## src/hdl/kom_ram.sv

```systemverilog
// Generic simple dual-port RAM with registered read.
`timescale 1ns / 1ps
module kom_ram #(
  parameter int unsigned Width = 8,
  parameter int unsigned Depth = 16,
  parameter int unsigned AddrW = $clog2(Depth)
) (
  input  logic             clk_i,
  input  logic             we_i,
  input  logic [AddrW-1:0] waddr_i,
  input  logic [Width-1:0] wdata_i,
  input  logic [AddrW-1:0] raddr_i,
  output logic [Width-1:0] rdata_o
);
  logic [Width-1:0] mem_q [Depth];

  always_ff @(posedge clk_i) begin
    if (we_i) begin
      mem_q[waddr_i] <= wdata_i;
    end
    rdata_o <= mem_q[raddr_i];
  end
endmodule

```

## config.mk

```make
export PLATFORM = sky130hd
export DESIGN_NAME = kom_ram
export DESIGN_NICKNAME = d
export VERILOG_FILES = /design/src/hdl/kom_ram.sv
export SDC_FILE = /design/constraint.sdc
export NUM_CORES = 1
export LEC_CHECK = 0
export BUFFER_PORTS_ARGS = -buffer_cell sky130_fd_sc_hd__buf_2
export CORE_MARGIN = 2
export CORE_UTILIZATION = 30
export DETAILED_ROUTE_END_ITERATION = 16
export PLACE_DENSITY_LB_ADDON = 0.25
export SLEW_MARGIN = 20
export SYNTH_ARGS = -nofsm -noshare
export SYNTH_HDL_FRONTEND = slang
export SYNTH_SLANG_ARGS = --single-unit
```

## constraint.sdc

```tcl
create_clock -name clk_i -period 1.9 [get_ports clk_i]
set_clock_uncertainty 0.2 [all_clocks]
set_input_delay 0.38 -clock clk_i [delete_from_list [all_inputs] [get_ports clk_i]]
set_output_delay 0.38 -clock clk_i [all_outputs]
set_load 0.01 [all_outputs]
```

==> flow_summary.json <==
{
  "cts.path.max_buffers": 2,
  "hold_buffers": 0,
  "grt-ovfl-total": 0,
  "antenna_found_initial": 0,
  "num_rows": 47,
  "p_leak_nw": 2.15,
  "grt_pass1_wl_mm": 16.2,
  "dp.cells": 495,
  "ys_top_cells_by_area": "edfxtp_1 75%, mux4_2 7.9%, mux4_1 7.1%",
  "worstHoldPathType": "in2reg",
  "synth.top_cell.area_share": 0.747,
  "grt_pass1_vias": 2662,
  "clock_latency_ps": 410,
  "layout-area-overhead-vs-synth_pct": 22.5,
  "clk_pin_slew_ps": 60,
  "yosys_warnings": 0,
  "die_width_um": 135,
  "gp_congestion": 0.758,
  "track_usage": 0.126,
  "clockRootBuffer": "clkbuf_16",
  "synth_edf_count": 128,
  "power.density_mw_per_mm2": 1080,
  "nNetsFinal": 312,
  "first_pass_iters": 4,
  "maxSlewViolCount": 0,
  "num_io_pins": 26,
  "cp.arrival_ps": 1740,
  "synth_most_common_cell": "edfxtp_1",
  "slew_headroom": 0.456,
  "rsz0062_at_grt": "no",
  "vias_per_cell": 4.69,
  "synth_fp_nets": 247,
  "worst_slew_pin_slew_ps": 814,
  "drtIter0Drc": 150,
  "start_util": 0.308,
  "io_buffers": 25,
  "path_common_cell": "buf_4",
  "start_kind": "input port",
  "die_h_um": 135,
  "cts.sinks": 136,
  "layout-drive-gt1-share": 0.352,
  "status": "finished, final reports clean",
  "grt_start_max_net_pins": 19,
  "synth_area_per_cell_um2": 22.5,
  "synth_top_cell_by_area": "edfxtp_1",
  "dpl_cell_area_mm2": 0.00574,
  "period_share": 0.871,
  "htreeDepth": 4,
  "drc": 0,
  "ys_seq_area_frac": 0.778,
  "worst_setup_path_end_kind": "flip-flop",
  "fmax_mhz": 605,
  "die_area_mm2": 0.0182,
  "final_cell_count_no_fill": 527,
  "vias": 2471,
  "synthCells": 229,
  "setup_tns_ps": 0,
  "peakVddDrop_mv": 0.688,
  "hpwl_mm": 7.18,
  "min_period_ps": 1650,
  "setup_violations": 0,
  "worstPathMaxFanout": 8,
  "synth_common_cells": "128 x edfxtp_1, 18 x mux4_2, 16 x a22oi_1, 14 x mux4_1, 13 x nor2_1",
  "cts_buffers": 17,
  "required_ps": 1990,
  "cts_setup_buffers": 0,
  "antenna_cells": 0,
  "synth_ff_type": "edfxtp_1",
  "antenna_left": 0,
  "cap_viol_max_count": 0,
  "crit_chain": "buf_2 > buf_4 > buf_4 > mux4_2 > a22oi_1 > nand2_1",
  "wirelength_mm": 10.5,
  "hold_viol_final": 0,
  "wl_per_cell_um": 19.9,
  "ys_seq_elements": 136,
  "cts_resized": 0,
  "async_flop_share": 0,
  "slowest_stage": "mux4_2",
  "crit_type": "in2reg",
  "synth_area_mm2": 0.00515,
  "max_stage_delay_ps": 480,
  "design_area_mm2": 0.00630,
  "synth.distinct_cells": 19,
  "core_mm2": 0.0167,
  "tritoncts": "built"
}
==> layer usage <==
layer,track usage,share of wire,wire (µm),vias up
met3,0.0338,0.039,410,16
met1,0.169,0.47,4960,1295
met2,0.197,0.47,4910,51
met4,0.0503,0.018,186,0
met5,0,0,0,-
li1,-,-,-,1109
==> state kept, by name, summed over array words and instances (netlist names) <==
signal / count
mem_q: 128
rdata_o: 8
==> stage by stage <==
| stage | setup WS, ps | hold WS (ps) | utilization | total power [mW] |
|---|---|---|---|---|
| 2_1_floorplan | 53.9 | 279 | - | 3.61 |
| 3_3_place_gp | -180 | 462 | 0.343 | 3.77 |
| 3_5_place_dp | -190 | 457 | 0.343 | 3.78 |
| 4_1_cts | 247 | 138 | 0.377 | 6.90 |
| 5_1_grt | 185 | 146 | 0.377 | 7.06 |
| 6_report | 246 | 149 | 0.377 | 6.81 |
==> cell type report <==
cell class,instances,area (µm²)
Multi-Input combinational cell,83,1060
Tap cell,220,275
Timing Repair Buffer,56,395
Clock buffer,17,425
Fill cell,1560,10400
Clock inverter,15,141
Sequential cell,136,4000
==> cells in the final DEF (no fill, tap or decap), drive strengths merged <==
| cell type | n |
|---|---|
| nor3 | 4 |
| and2b | 1 |
| dfxtp | 8 |
| clkinv | 1 |
| nor2b | 1 |
| nor2 | 13 |
| or3b | 1 |
| nand2 | 9 |
| and2 | 1 |
| mux4 | 32 |
| a22oi | 16 |
| inv | 14 |
| nand3 | 1 |
| edfxtp | 128 |
| nand2b | 2 |
| nand3b | 2 |
| buf | 56 |
| clkbuf | 17 |
==> kinds of logic (layout without fill, tap and decap cells) <==
logic type | after synthesis | in the layout | share of synthesized area
buffers and inverters | 10 | 88 | 0.0168
flip-flops | 136 | 136 | 0.778
multiplexers | 32 | 32 | 0.150
AND/OR/NAND/NOR | 35 | 35 | 0.0318
AO/OA/AOI/OAI | 16 | 16 | 0.0233
==> final timing paths <==
kind | start | end | slack [ps] | cells past startpoint
max | raddr_i[0] | rdata_o[7] | 250 | 6
min | wdata_i[3] | mem_q[2][3] | 150 | 1
max reg2reg | mem_q[8][7] | rdata_o[7] | 360 | 3
min reg2reg | mem_q[15][6] | rdata_o[6] | 460 | 3
==> power by group <==
group	switching, mW	internal (mW)	total [mW]	leakage (nW)
Combinational	0.183	0.148	0.331	0.647
Sequential	0.0222	3.35	3.38	1.22
Clock	1.36	1.75	3.10	0.283
==> worst max-delay path: cells and delay by family <==
family                 cells  cell delay, ps
AOI/OAI and AO/OA          1             280
and+or+nand+nor            1              80
muxes                      1             480
buffers and inverters      3             520
Note: power is estimated with default switching activity, not from simulation.
