[src/hdl/kom_pkg.sv]
// Shared constants for the key to offset map allocator.
`timescale 1ns / 1ps
package kom_pkg;
  localparam int unsigned CapacityDef = 1024;
  localparam int unsigned KeyW        = 64;
  localparam int unsigned OffW        = 10;
  localparam int unsigned StackDepth  = 1024;
  localparam int unsigned CntW        = 11;
  localparam int unsigned StW         = 4;
  localparam int unsigned CfgAddrW    = 2;

  localparam logic [StW-1:0] ST_HIT          = 4'd0;
  localparam logic [StW-1:0] ST_REUSED       = 4'd1;
  localparam logic [StW-1:0] ST_FRESH        = 4'd2;
  localparam logic [StW-1:0] ST_INVALID_IN   = 4'd3;
  localparam logic [StW-1:0] ST_MISS_INVALID = 4'd4;
  localparam logic [StW-1:0] ST_OVERFLOW     = 4'd5;
  localparam logic [StW-1:0] ST_DP_MISSING   = 4'd6;
  localparam logic [StW-1:0] ST_FREED        = 4'd7;
  localparam logic [StW-1:0] ST_STACK_FULL   = 4'd8;

  localparam logic [CfgAddrW-1:0] CFG_VOCAB   = 2'd0;
  localparam logic [CfgAddrW-1:0] CFG_DP      = 2'd1;
  localparam logic [CfgAddrW-1:0] CFG_INVALID = 2'd2;

  localparam logic OP_MAP  = 1'b0;
  localparam logic OP_FREE = 1'b1;
endpackage

[src/hdl/kom_hash.sv]
// Folds a key into a home slot index below the table capacity.
`timescale 1ns / 1ps
module kom_hash import kom_pkg::*; #(
  parameter int unsigned Capacity = CapacityDef,
  parameter int unsigned AddrW    = $clog2(Capacity)
) (
  input  logic [KeyW-1:0]  key_i,
  output logic [AddrW-1:0] slot_o
);
  logic [AddrW-1:0] fold;

  always_comb begin
    fold = '0;
    for (int i = 0; i < int'(KeyW); i++) begin
      fold[i % AddrW] = fold[i % AddrW] ^ key_i[i];
    end
  end

  assign slot_o = ({1'b0, fold} >= (AddrW+1)'(Capacity)) ?
                  AddrW'({1'b0, fold} - (AddrW+1)'(Capacity)) : fold;
endmodule

[config.mk]
export PLATFORM = sky130hd
export DESIGN_NAME = kom_hash
export DESIGN_NICKNAME = d
export VERILOG_FILES = /design/src/hdl/kom_pkg.sv /design/src/hdl/kom_hash.sv
export SDC_FILE = /design/constraint.sdc
export NUM_CORES = 1
export LEC_CHECK = 0
export BUFFER_PORTS_ARGS = -buffer_cell sky130_fd_sc_hd__buf_4
export CORE_MARGIN = 8
export CORE_UTILIZATION = 33
export DETAILED_ROUTE_END_ITERATION = 7
export PLACE_DENSITY = 0.93
export SYNTH_ARGS = -nofsm -noshare
export SYNTH_HDL_FRONTEND = slang
export SYNTH_SLANG_ARGS = --single-unit
[constraint.sdc]
create_clock -name vclk -period 1
set_input_delay 0.15 -clock vclk [all_inputs]
set_output_delay 0.15 -clock vclk [all_outputs]
set_load 0.05 [all_outputs]
==> results.md, run 1 <==
- The final setup slack of the worst path is -227.7 ps.
- Using the TritonRoute via totals, the vias-per-cell ratio works out to 4.800.
- The cell count after synthesis came out at 40.
- The fraction of final layout cells with drive strength greater than 1 is 0.8947.
- For this configuration, the core starts out at a cell density of 0.3563.
- The y dimension of the die is 56.57 um.
- The antenna cell count is 0.
- At the pin with the least slew margin, the transition time is 208.3 ps.
- The type of the most critical hold path is input pin to output port.
- The total setup violations reported at the end of the flow is 10.
- Entering global routing, the biggest net connects 2 pins.
- For this run, global-route usage on met2 was measured as 0.3448.
- Data on the critical path arrives at its endpoint at around 1100 ps.
- The total iterations of the first detailed-routing run is 2.
- In the global route stage, overall resource usage came out at 0.1473.
- Clock buffers in the final layout number 0.
- The number of top-level pins is 74.
- The worst slew slack as a fraction of its limit is 0.8601.
- The max-capacitance violation count is 0.
- Leaving out filler cells and counting taps, the final layout contains 130.
- The number of sequential cells is 0.
- The count of routing violations after the opening detailed-route iteration is 10.
- The number of port buffers is 74.
- The final count of hold timing violations is 0.
- The first global-routing pass estimated 3.781 mm of wire.
- The minimum period implied by the final worst setup slack is ~1200 ps.
- The routed length per placed instance is 25.01 um.
- The number of hold buffers added after cts is 0.
- After detailed placement, the design holds a cell count of 130.
- The number of global-route vias before repair is about 780.
- The number of buffers inserted by post-CTS setup repair is 0.
- The reported leakage power is 0.7781 nW.
- The worst setup path is of the input pin to output port kind.
- The initial antenna violation count was 0.
- The die width is roughly 57 um.
- The flow ran to the end, but the final reports show violations.
- The highest attainable clock frequency is 814.5 MHz.
- The placeable core region is 1524 um2.
- The max-slew violation count was 0.
- Summed over all failing endpoints, the final setup total negative slack is -1690 ps.
- The distinct cell type count of the synthesized netlist is 2.
- The average size of a mapped cell is 13.58 um2.
- The checks that failed: setup timing.
- The final net count is between 150 and 200.
- Setup repair after global routing could not meet its margin everywhere.
- The post-detailed-routing wire length is 3.251 mm.
- The area growth from synthesis to layout is 160.1%.
- The critical path startpoint category is an input pin.
- The area of the die is about 3200 um2.
- The Yosys step of the flow raised 0 warnings.
- The global routing usage on met1 is 0.1127.
- Summed over all layers, the global routing overflow is 0.
- Dividing the final minimum period by the clock period gives 1.228.
- The worst setup path is captured at an output port.
- In the routed design, unresolved DRC markers number 0.
- The most congested layer reported by global routing is met2.
- The power per standard cell area is 1203 nW/um2.
- The worst supply voltage drop on vdd is 0.001431 V.
- The cell area after synthesis is 543.0 um2.
- The data required time of the worst path is 850 ps.
- The post-synthesis sequential area ratio is 0.
- The number of nets still failing antenna checks after routing is 0.
- The global placer's final weighted congestion is roughly 0.74.
- Summing all flip-flop and latch instances after layout gives 0 um2.
- The detailed router placed ~620 vias in this run.
- The floorplan has 14 rows.
- In this run the worst path has a maximum fanout of 1.
- The global routing usage on met3 is 0.02921.
- The net count after synthesis is 104.
[area by class of cell]
cell class | count | area [um2]
Fill cell | 54 | 111.4
Multi-Input combinational cell | 40 | 690.7
Tap cell | 16 | 20.02
Timing Repair Buffer | 74 | 701.9
[power by group]
| part | switching (W) | internal [W] | total (W) | leakage [nW] |
|---|---|---|---|---|
| logic | 0.000793 | 0.000907 | 0.00170 | 0.778 |
| clock network | 0 | 0 | 0 | 0 |
| registers | 0 | 0 | 0 | 0 |
[layer usage]
| metal | vias to the layer above | part of all wire | wire (um) |
|---|---|---|---|
| met3 | 6 | 0.041 | 132 |
| met4 | 0 | 0.024 | 77 |
| li1 | 282 | - | - |
| met2 | 28 | 0.67 | 2177 |
| met5 | - | 0 | 0 |
| met1 | 308 | 0.27 | 863 |
[synthesized netlist by cell type]
cell type | count | area, um2
xnor2_1 | 26 | 227.7
xnor3_1 | 14 | 315.3
[placed cells by master, fill, tap and decap left out]
cell type,netlist,layout
buf_4,0,45
buf_6,0,19
xnor2_2,0,18
xnor3_2,0,10
buf_8,0,10
xnor2_1,26,8
xnor3_1,14,4
[through the flow]
| step | total power (W) | utilization | setup slack (ps) | hold slack, ps | instance area, um2 |
|---|---|---|---|---|---|
| global route | 0.001743 | 0.9269 | -241.3 | 798.1 | 1413 |
| CTS | 0.001622 | 0.8727 | -211.4 | 819.4 | 1330 |
| global placement | 0.001317 | 0.7422 | -197.9 | 812.9 | 1131 |
| finish | 0.001700 | 0.9269 | -227.7 | 782.1 | 1413 |
| detailed placement | 0.001340 | 0.7422 | -235.0 | 823.0 | 1131 |
| floorplan | 0.0009011 | - | -61.35 | 703.8 | 555.5 |
[critical path, cell delays in order]
cell,delay [ps]
buf_6,90
xnor3_1,380
xnor3_2,290
buf_8,170
[final timing paths]
path / endpoint / slack, ps / cells past startpoint / startpoint
max: slot_o[2] / -230 / 4 / key_i[22]
min: slot_o[5] / 780 / 4 / key_i[25]
[logic make-up (layout without fill, tap and decap cells)]
family / Yosys count / count (layout) / synth area share
buffers and inverters: 0 / 74 / 0
XOR/XNOR: 40 / 40 / 1.000
[what timing repair did]
action | 4_1_cts | 5_1_grt
setup endpoints to repair | 10 | 10
pin swaps | 13 | 10
resized for setup | 41 | 16
No activity file was read; power rests on OpenSTA's default activity.
==> run 2, diff against run 1 <==
PLACE_DENSITY = 0.95   (was 0.93)
==> run 2 against run 1 <==
Net effect: the flow still finishes with violations (setup timing); worst setup slack improved by 23 ps; flip-flop and latch count unchanged; first-iteration DRC count decreased by 10%; via count shrank 2.7%; critical path depth stayed put; critical path type unchanged; global-route usage is 0.33 points lower; core utilization is 0.99 points higher; largest cell class is now multi-input gates; worst hold slack worse by 0.95 ps; combinational power hardly changed.
==> results.md, run 2 (synthesized netlist as in run 1, its figures left out) <==
- The final reports fail on setup timing.
- The max-slew violation count is 0 (unchanged).
- The maximum fanout along the worst path is 1 (unchanged).
- On the critical path the largest part of the delay comes from XOR/XNOR gates.
- The minimum period implied by the final worst setup slack is 1204 ps (-23.28 ps).
- The final setup slack of the worst path came to -204.4 ps (+23.28 ps).
- The number of vias in the routed layout is 607 (-2.7%).
- The overflow left after global routing was 0 (unchanged).
- STA classifies the critical path endpoint as an output port.
- The mean number of vias per cell is 4.669 (-2.7%).
- The number of port buffers is 74 (unchanged).
- The post-detailed-routing wire length is 3.352 mm (+3.1%).
- The layout overhead on the synthesized area is 162.9%.
- The routed length per placed instance came to 25.78 um (+3.1%).
- The total iterations of the first detailed-routing run is 4 (+2).
- The number of nets still failing antenna checks after routing is 0 (unchanged).
- The number of placement rows came to 14 (unchanged).
- The worst hold path belongs to the class input pin to output port.
- The die width is 56.57 um (unchanged).
- The y dimension of the die is 56.57 um (unchanged).
- The global-route wire length before repair was 3.712 mm (-1.8%).
- The count of routing violations after the opening detailed-route iteration is 9 (-1).
- The number of fill cells is 38 (-30%).
- The initial core utilization came to 0.3563 (unchanged).
- The fraction of final layout cells with drive strength greater than 1 is 0.9211 (+0.02632).
- The number of hold buffers added after cts is 0 (unchanged).
- The total negative slack for setup checks is -1747 ps (-57.09 ps).
- The global routing usage on met3 came to 0.02247 (-0.006742).
- The final net count is 180 (unchanged).
- The count of buffering cells on the critical path with inverters included came to 2 (unchanged).
- The post-placement cell area is 1131 um2 (unchanged).
- The initial antenna violation count is 0 (unchanged).
- The worst supply voltage drop on vdd is 0.001052 V (-26%).
- The reported leakage power is 0.7923 nW (+1.8%).
- The worst setup path is of the input pin to output port kind.
- The global placer's final weighted congestion is 0.7317 (-1.1%).
- The total setup violations reported at the end of the flow came to 10 (unchanged).
- The global-route track usage on met2 is 0.3464 (+0.001567).
- The longest individual stage delay on the worst path is 470 ps (+90 ps).
- The final count of hold timing violations is 0 (unchanged).
- The number of top-level pins is 74 (unchanged).
- Walking the worst path, the cells encountered are buf_6 > xnor2_2 > xnor3_2 > buf_8.
- The power per standard cell area is 1188 nW/um2 (-1.3%).
- The global-route usage over all layers is 0.1440 (-0.003258).
- The antenna cell count is 0 (unchanged).
- The number of design rule violations left after detail routing came to 0 (unchanged).
- The maximum number of pins on one net before global-route repair is 2 (unchanged).
- Setup repair after global routing could not meet its margin everywhere.
- The area of the die is 3200 um2 (unchanged).
- The number of sequential cells was 0 (unchanged).
- The global routing usage on met1 was 0.1113 (-0.001456).
- The total of clock buffers placed in the layout is 0 (unchanged).
- The storage element area was 0 um2 (unchanged).
- The critical-path cell with the highest stage delay is xnor3_2.
- The measured slew at the worst slew-check pin is 189.4 ps (-18.91 ps).
- The hold slack was 781.2 ps (-0.9530 ps).
- The critical path startpoint category is an input pin.
- The summed area of non-filler cells in the final layout is 1428 um2 (+1.1%).
- The highest attainable clock frequency was 830.3 MHz (+1.9%).
- The most congested layer reported by global routing is met2.
- The pre-CTS worst setup slack is -218.3 ps (+16.68 ps).
- The flow ran to the end, but the final reports show violations.
- The arrival time at the worst endpoint came to 1050 ps (-30 ps).
- The worst slew slack as a fraction of its limit was 0.8728 (+0.01270).
- The number of global-route vias before repair is 764 (-1.5%).
- The placeable core region is 1524 um2 (unchanged).
- In the layout the commonest cells are buf_4, xnor2_2, buf_6, xnor3_2, buf_8.
- The final critical-path share of the clock period was 1.204 (-0.02328).
- The max-capacitance violation count is 0 (unchanged).
- The data required time of the worst path is 850 ps (about the same).
- The most common cell after layout, fill and taps aside is buf_4.
## run 2: cell count changes in the layout (fill, tap and decap cells not counted)
cell | previous run | this run
xnor2_2 | 18 | 21
buf_6 | 19 | 21
buf_8 | 10 | 8
xnor2_1 | 8 | 5
## run 2: per-layer routing
| metal | routed length, um | vias to the layer above |
|---|---|---|
| met5 | 0 | - |
| met4 | 120 | 0 |
| met1 | 970 | 282 |
| met2 | 2043 | 33 |
| li1 | - | 282 |
| met3 | 217 | 10 |
## run 2: path summary, 6_finish.rpt
kind	from	endpoint	slack, ps	depth (start not counted)
worst max-delay path	key_i[5]	slot_o[5]	-200	4
worst min-delay path	key_i[39]	slot_o[9]	780	4
## run 2: power breakdown
| part | total, W | switching, W | internal, W |
|---|---|---|---|
| combinational | 0.00170 | 0.000803 | 0.000892 |
| clock | 0 | 0 | 0 |
| sequential | 0 | 0 | 0 |
## run 2: repair_timing
action | 4_1_cts | 5_1_grt
setup endpoints to repair | 10 | 10
gates resized for setup | 34 | 24
pin swaps | 13 | 13
buffers inserted | 0 | 0
cloned | 0 | 0
## run 2: area by class of cell
cell class         instances  area (um2)  area share
multi-input cells         40       713.2      0.4996
repair buffers            74       694.4      0.4864
well taps                 16       20.02     0.01402
## run 2: per-stage QoR
stage | total power [W] | util | instances
detailed placement | 0.001338 | 0.7422 | 130
floorplan | 0.0009011 | - | 40
CTS | 0.001590 | 0.8481 | 130
finish | 0.001695 | 0.9368 | 130
global route | 0.001739 | 0.9368 | 130
global placement | 0.001315 | 0.7422 | 130
==> run 3, diff against run 2 <==
CORE_UTILIZATION = 35   (was 33)
GPL_TIMING_DRIVEN = 0   (was default)
clock period = 1.6 ns   (was 1 ns; I/O delays follow)
==> run 3 against run 2 <==
Net effect: the flow now finishes without violations; flip-flop and latch count did not move; via count fell by 6.3%; core utilization fell by 19 points; die area fell by 4.1%; non-clock buffer count did not move; combinational power fell by 52%; critical path depth did not move; worst setup slack improved by 430 ps; clock-buffer cell count did not move; global-route usage fell by 3.1 points.
==> results.md, run 3 (synthesized netlist as in run 1, its figures left out) <==
- The fraction of final layout cells with drive strength greater than 1 is 0.6491 (-0.2719).
- The final net count was 180 (unchanged).
- The total iterations of the first detailed-routing run was 2 (-2).
- The number of nets still failing antenna checks after routing is 0 (unchanged).
- The measured slew at the worst slew-check pin is 207.0 ps (+17.56 ps).
- The total setup violations reported at the end of the flow was 0 (-10).
- The global placer's final weighted congestion was 0.7019 (-4.1%).
- The die width is 55.39 um (-2.1%).
- The number of vias in the routed layout is 569 (-6.3%).
- The arrival time at the worst endpoint is 1130 ps (+80 ps).
- The area occupied by multi-input gates is 543.0 um2 (-24%).
- The longest individual stage delay on the worst path is 360 ps (-110 ps).
- The largest delay contributor family on the critical path is XOR/XNOR gates.
- In the layout the commonest cells are buf_4, xnor2_1, xnor3_1.
- The maximum fanout along the worst path is 1 (unchanged).
- The power per standard cell area came to 729.0 nW/um2 (-39%).
- The worst supply voltage drop on vdd is 0.0004999 V (-52%).
- The total of clock buffers placed in the layout came to 0 (unchanged).
- The global-route wire length before repair is 2.980 mm (-20%).
- The critical-path cell with the highest stage delay is xnor3_1.
- The storage element area came to 0 um2 (unchanged).
- The number of hold buffers added after cts was 0 (unchanged).
- The number of logic stages on the critical path including buffering came to 4 (unchanged).
- The initial antenna violation count is 0 (unchanged).
- The number of fill cells is 110 (+190%).
- The cell that appears most often on the critical path is buf_4.
- The number of global-route vias before repair was 710 (-7.1%).
- The placeable core region is 1489 um2 (-2.3%).
- The post-detailed-routing wire length is 1.918 mm (-43%).
- After layout, the minimum clock period comes to 1370 ps.
- The final non-filler cell total is 130 (unchanged).
- The number of placement rows came to 14 (unchanged).
- Leaving out fill and tap cells, the most frequent cell in the layout is buf_4.
- The count of routing violations after the opening detailed-route iteration came to 5 (-4).
- The global-route usage over all layers is 0.1130 (-0.03101).
- The total negative slack for setup checks is 0 ps (+1747 ps).
- In this run the worst setup path begins at key_i[46].
- The routed length per placed instance is 14.75 um (-43%).
- The area of the die is 3068 um2 (-4.1%).
- In this run the worst setup path terminates at slot_o[6].
- The number of top-level pins is 74 (unchanged).
- The overall power consumption is 0.0008154 W (-52%).
- The antenna cell count is 0 (unchanged).
- The number of sequential cells came to 0 (unchanged).
- Setup repair after global routing left no endpoint under its margin.
- The critical path is of the input pin to output port type.
- STA classifies the critical path startpoint as an input pin.
- The final critical-path share of the clock period is 0.8562.
- The instance count after placement with tap cells included is 130 (unchanged).
- The reported leakage power came to 0.6279 nW (-21%).
- The number of buffers inserted by post-CTS setup repair is 0 (unchanged).
- The number of design rule violations left after detail routing came to 0 (unchanged).
- The number of resized instances in the post-cts repair step is 0 (-100%).
- The data required time of the worst path is 1360 ps (+510 ps).
- The mean number of vias per cell was 4.377 (-6.3%).
- The layout overhead on the synthesized area is 106.0%.
- The type of the most critical hold path is input pin to output port.
- The count of buffering cells on the critical path with inverters included is 2 (unchanged).
- The critical path goes through buf_4 > xnor2_1 > xnor3_1 > buf_4.
- The worst setup path is captured at an output port.
- The final count of hold timing violations came to 0 (unchanged).
- The pre-CTS worst setup slack is 217.3 ps (+435.6 ps).
- Static timing analysis puts the maximum clock frequency at between 700 and 800 MHz.
- The maximum number of pins on one net before global-route repair is 2 (unchanged).
- The post-placement cell area is 1119 um2 (-1.1%).
- The worst slew slack as a fraction of its limit was 0.8610 (-0.01179).
- The max-capacitance violation count is 0 (unchanged).
- The initial core utilization was 0.3647 (+0.008384).
- The max-slew violation count came to 0 (unchanged).
- The flow ran to the end, and the final reports show no timing, DRC or antenna violations.
- The y dimension of the die is 55.39 um (-2.1%).
- The summed area of non-filler cells in the final layout was 1119 um2 (-22%).
- The final setup slack of the worst path is 230.1 ps (+434.5 ps).
- The number of port buffers is 74 (unchanged).
- The overflow left after global routing is 0 (unchanged).
==> run 3: cell count changes in the layout (fill, tap and decap cells not counted) <==
cell,before,now
buf_4,45,74
buf_8,8,0
xnor2_2,21,0
buf_6,21,0
xnor2_1,5,26
xnor3_2,10,0
xnor3_1,4,14
==> run 3: layout make-up <==
type,instances,area share
multi-input combinational,40,0.4855
tap,16,0.01790
timing repair buffer,74,0.4966
==> run 3: metal layers <==
metal	global-route usage	vias up	part of all wire
met5	0	-	0
met4	0	0	0
met3	0.02511	0	0.062
met2	0.2596	31	0.63
met1	0.09358	256	0.31
li1	-	282	-
==> run 3: how the worst min path moves through the flow <==
stage,to,start,cells after the start
2_1_floorplan,slot_o[4],key_i[44],2
3_3_place_gp,slot_o[7],key_i[37],4
3_5_place_dp,slot_o[7],key_i[37],4
4_1_cts,slot_o[7],key_i[37],4
5_1_grt,slot_o[9],key_i[39],4
6_report,slot_o[7],key_i[37],4
==> run 3: where the power goes <==
group / switching (W) / internal (W)
Combinational: 0.000428 / 0.000388
Sequential: 0 / 0
Clock: 0 / 0
==> run 3: per-stage QoR <==
stage               hold slack, ps  utilization
floorplan                    914.4            -
global placement             974.2       0.7513
detailed placement           974.9       0.7513
CTS                          979.8       0.7513
global route                  1006       0.7513
finish                       975.1       0.7513
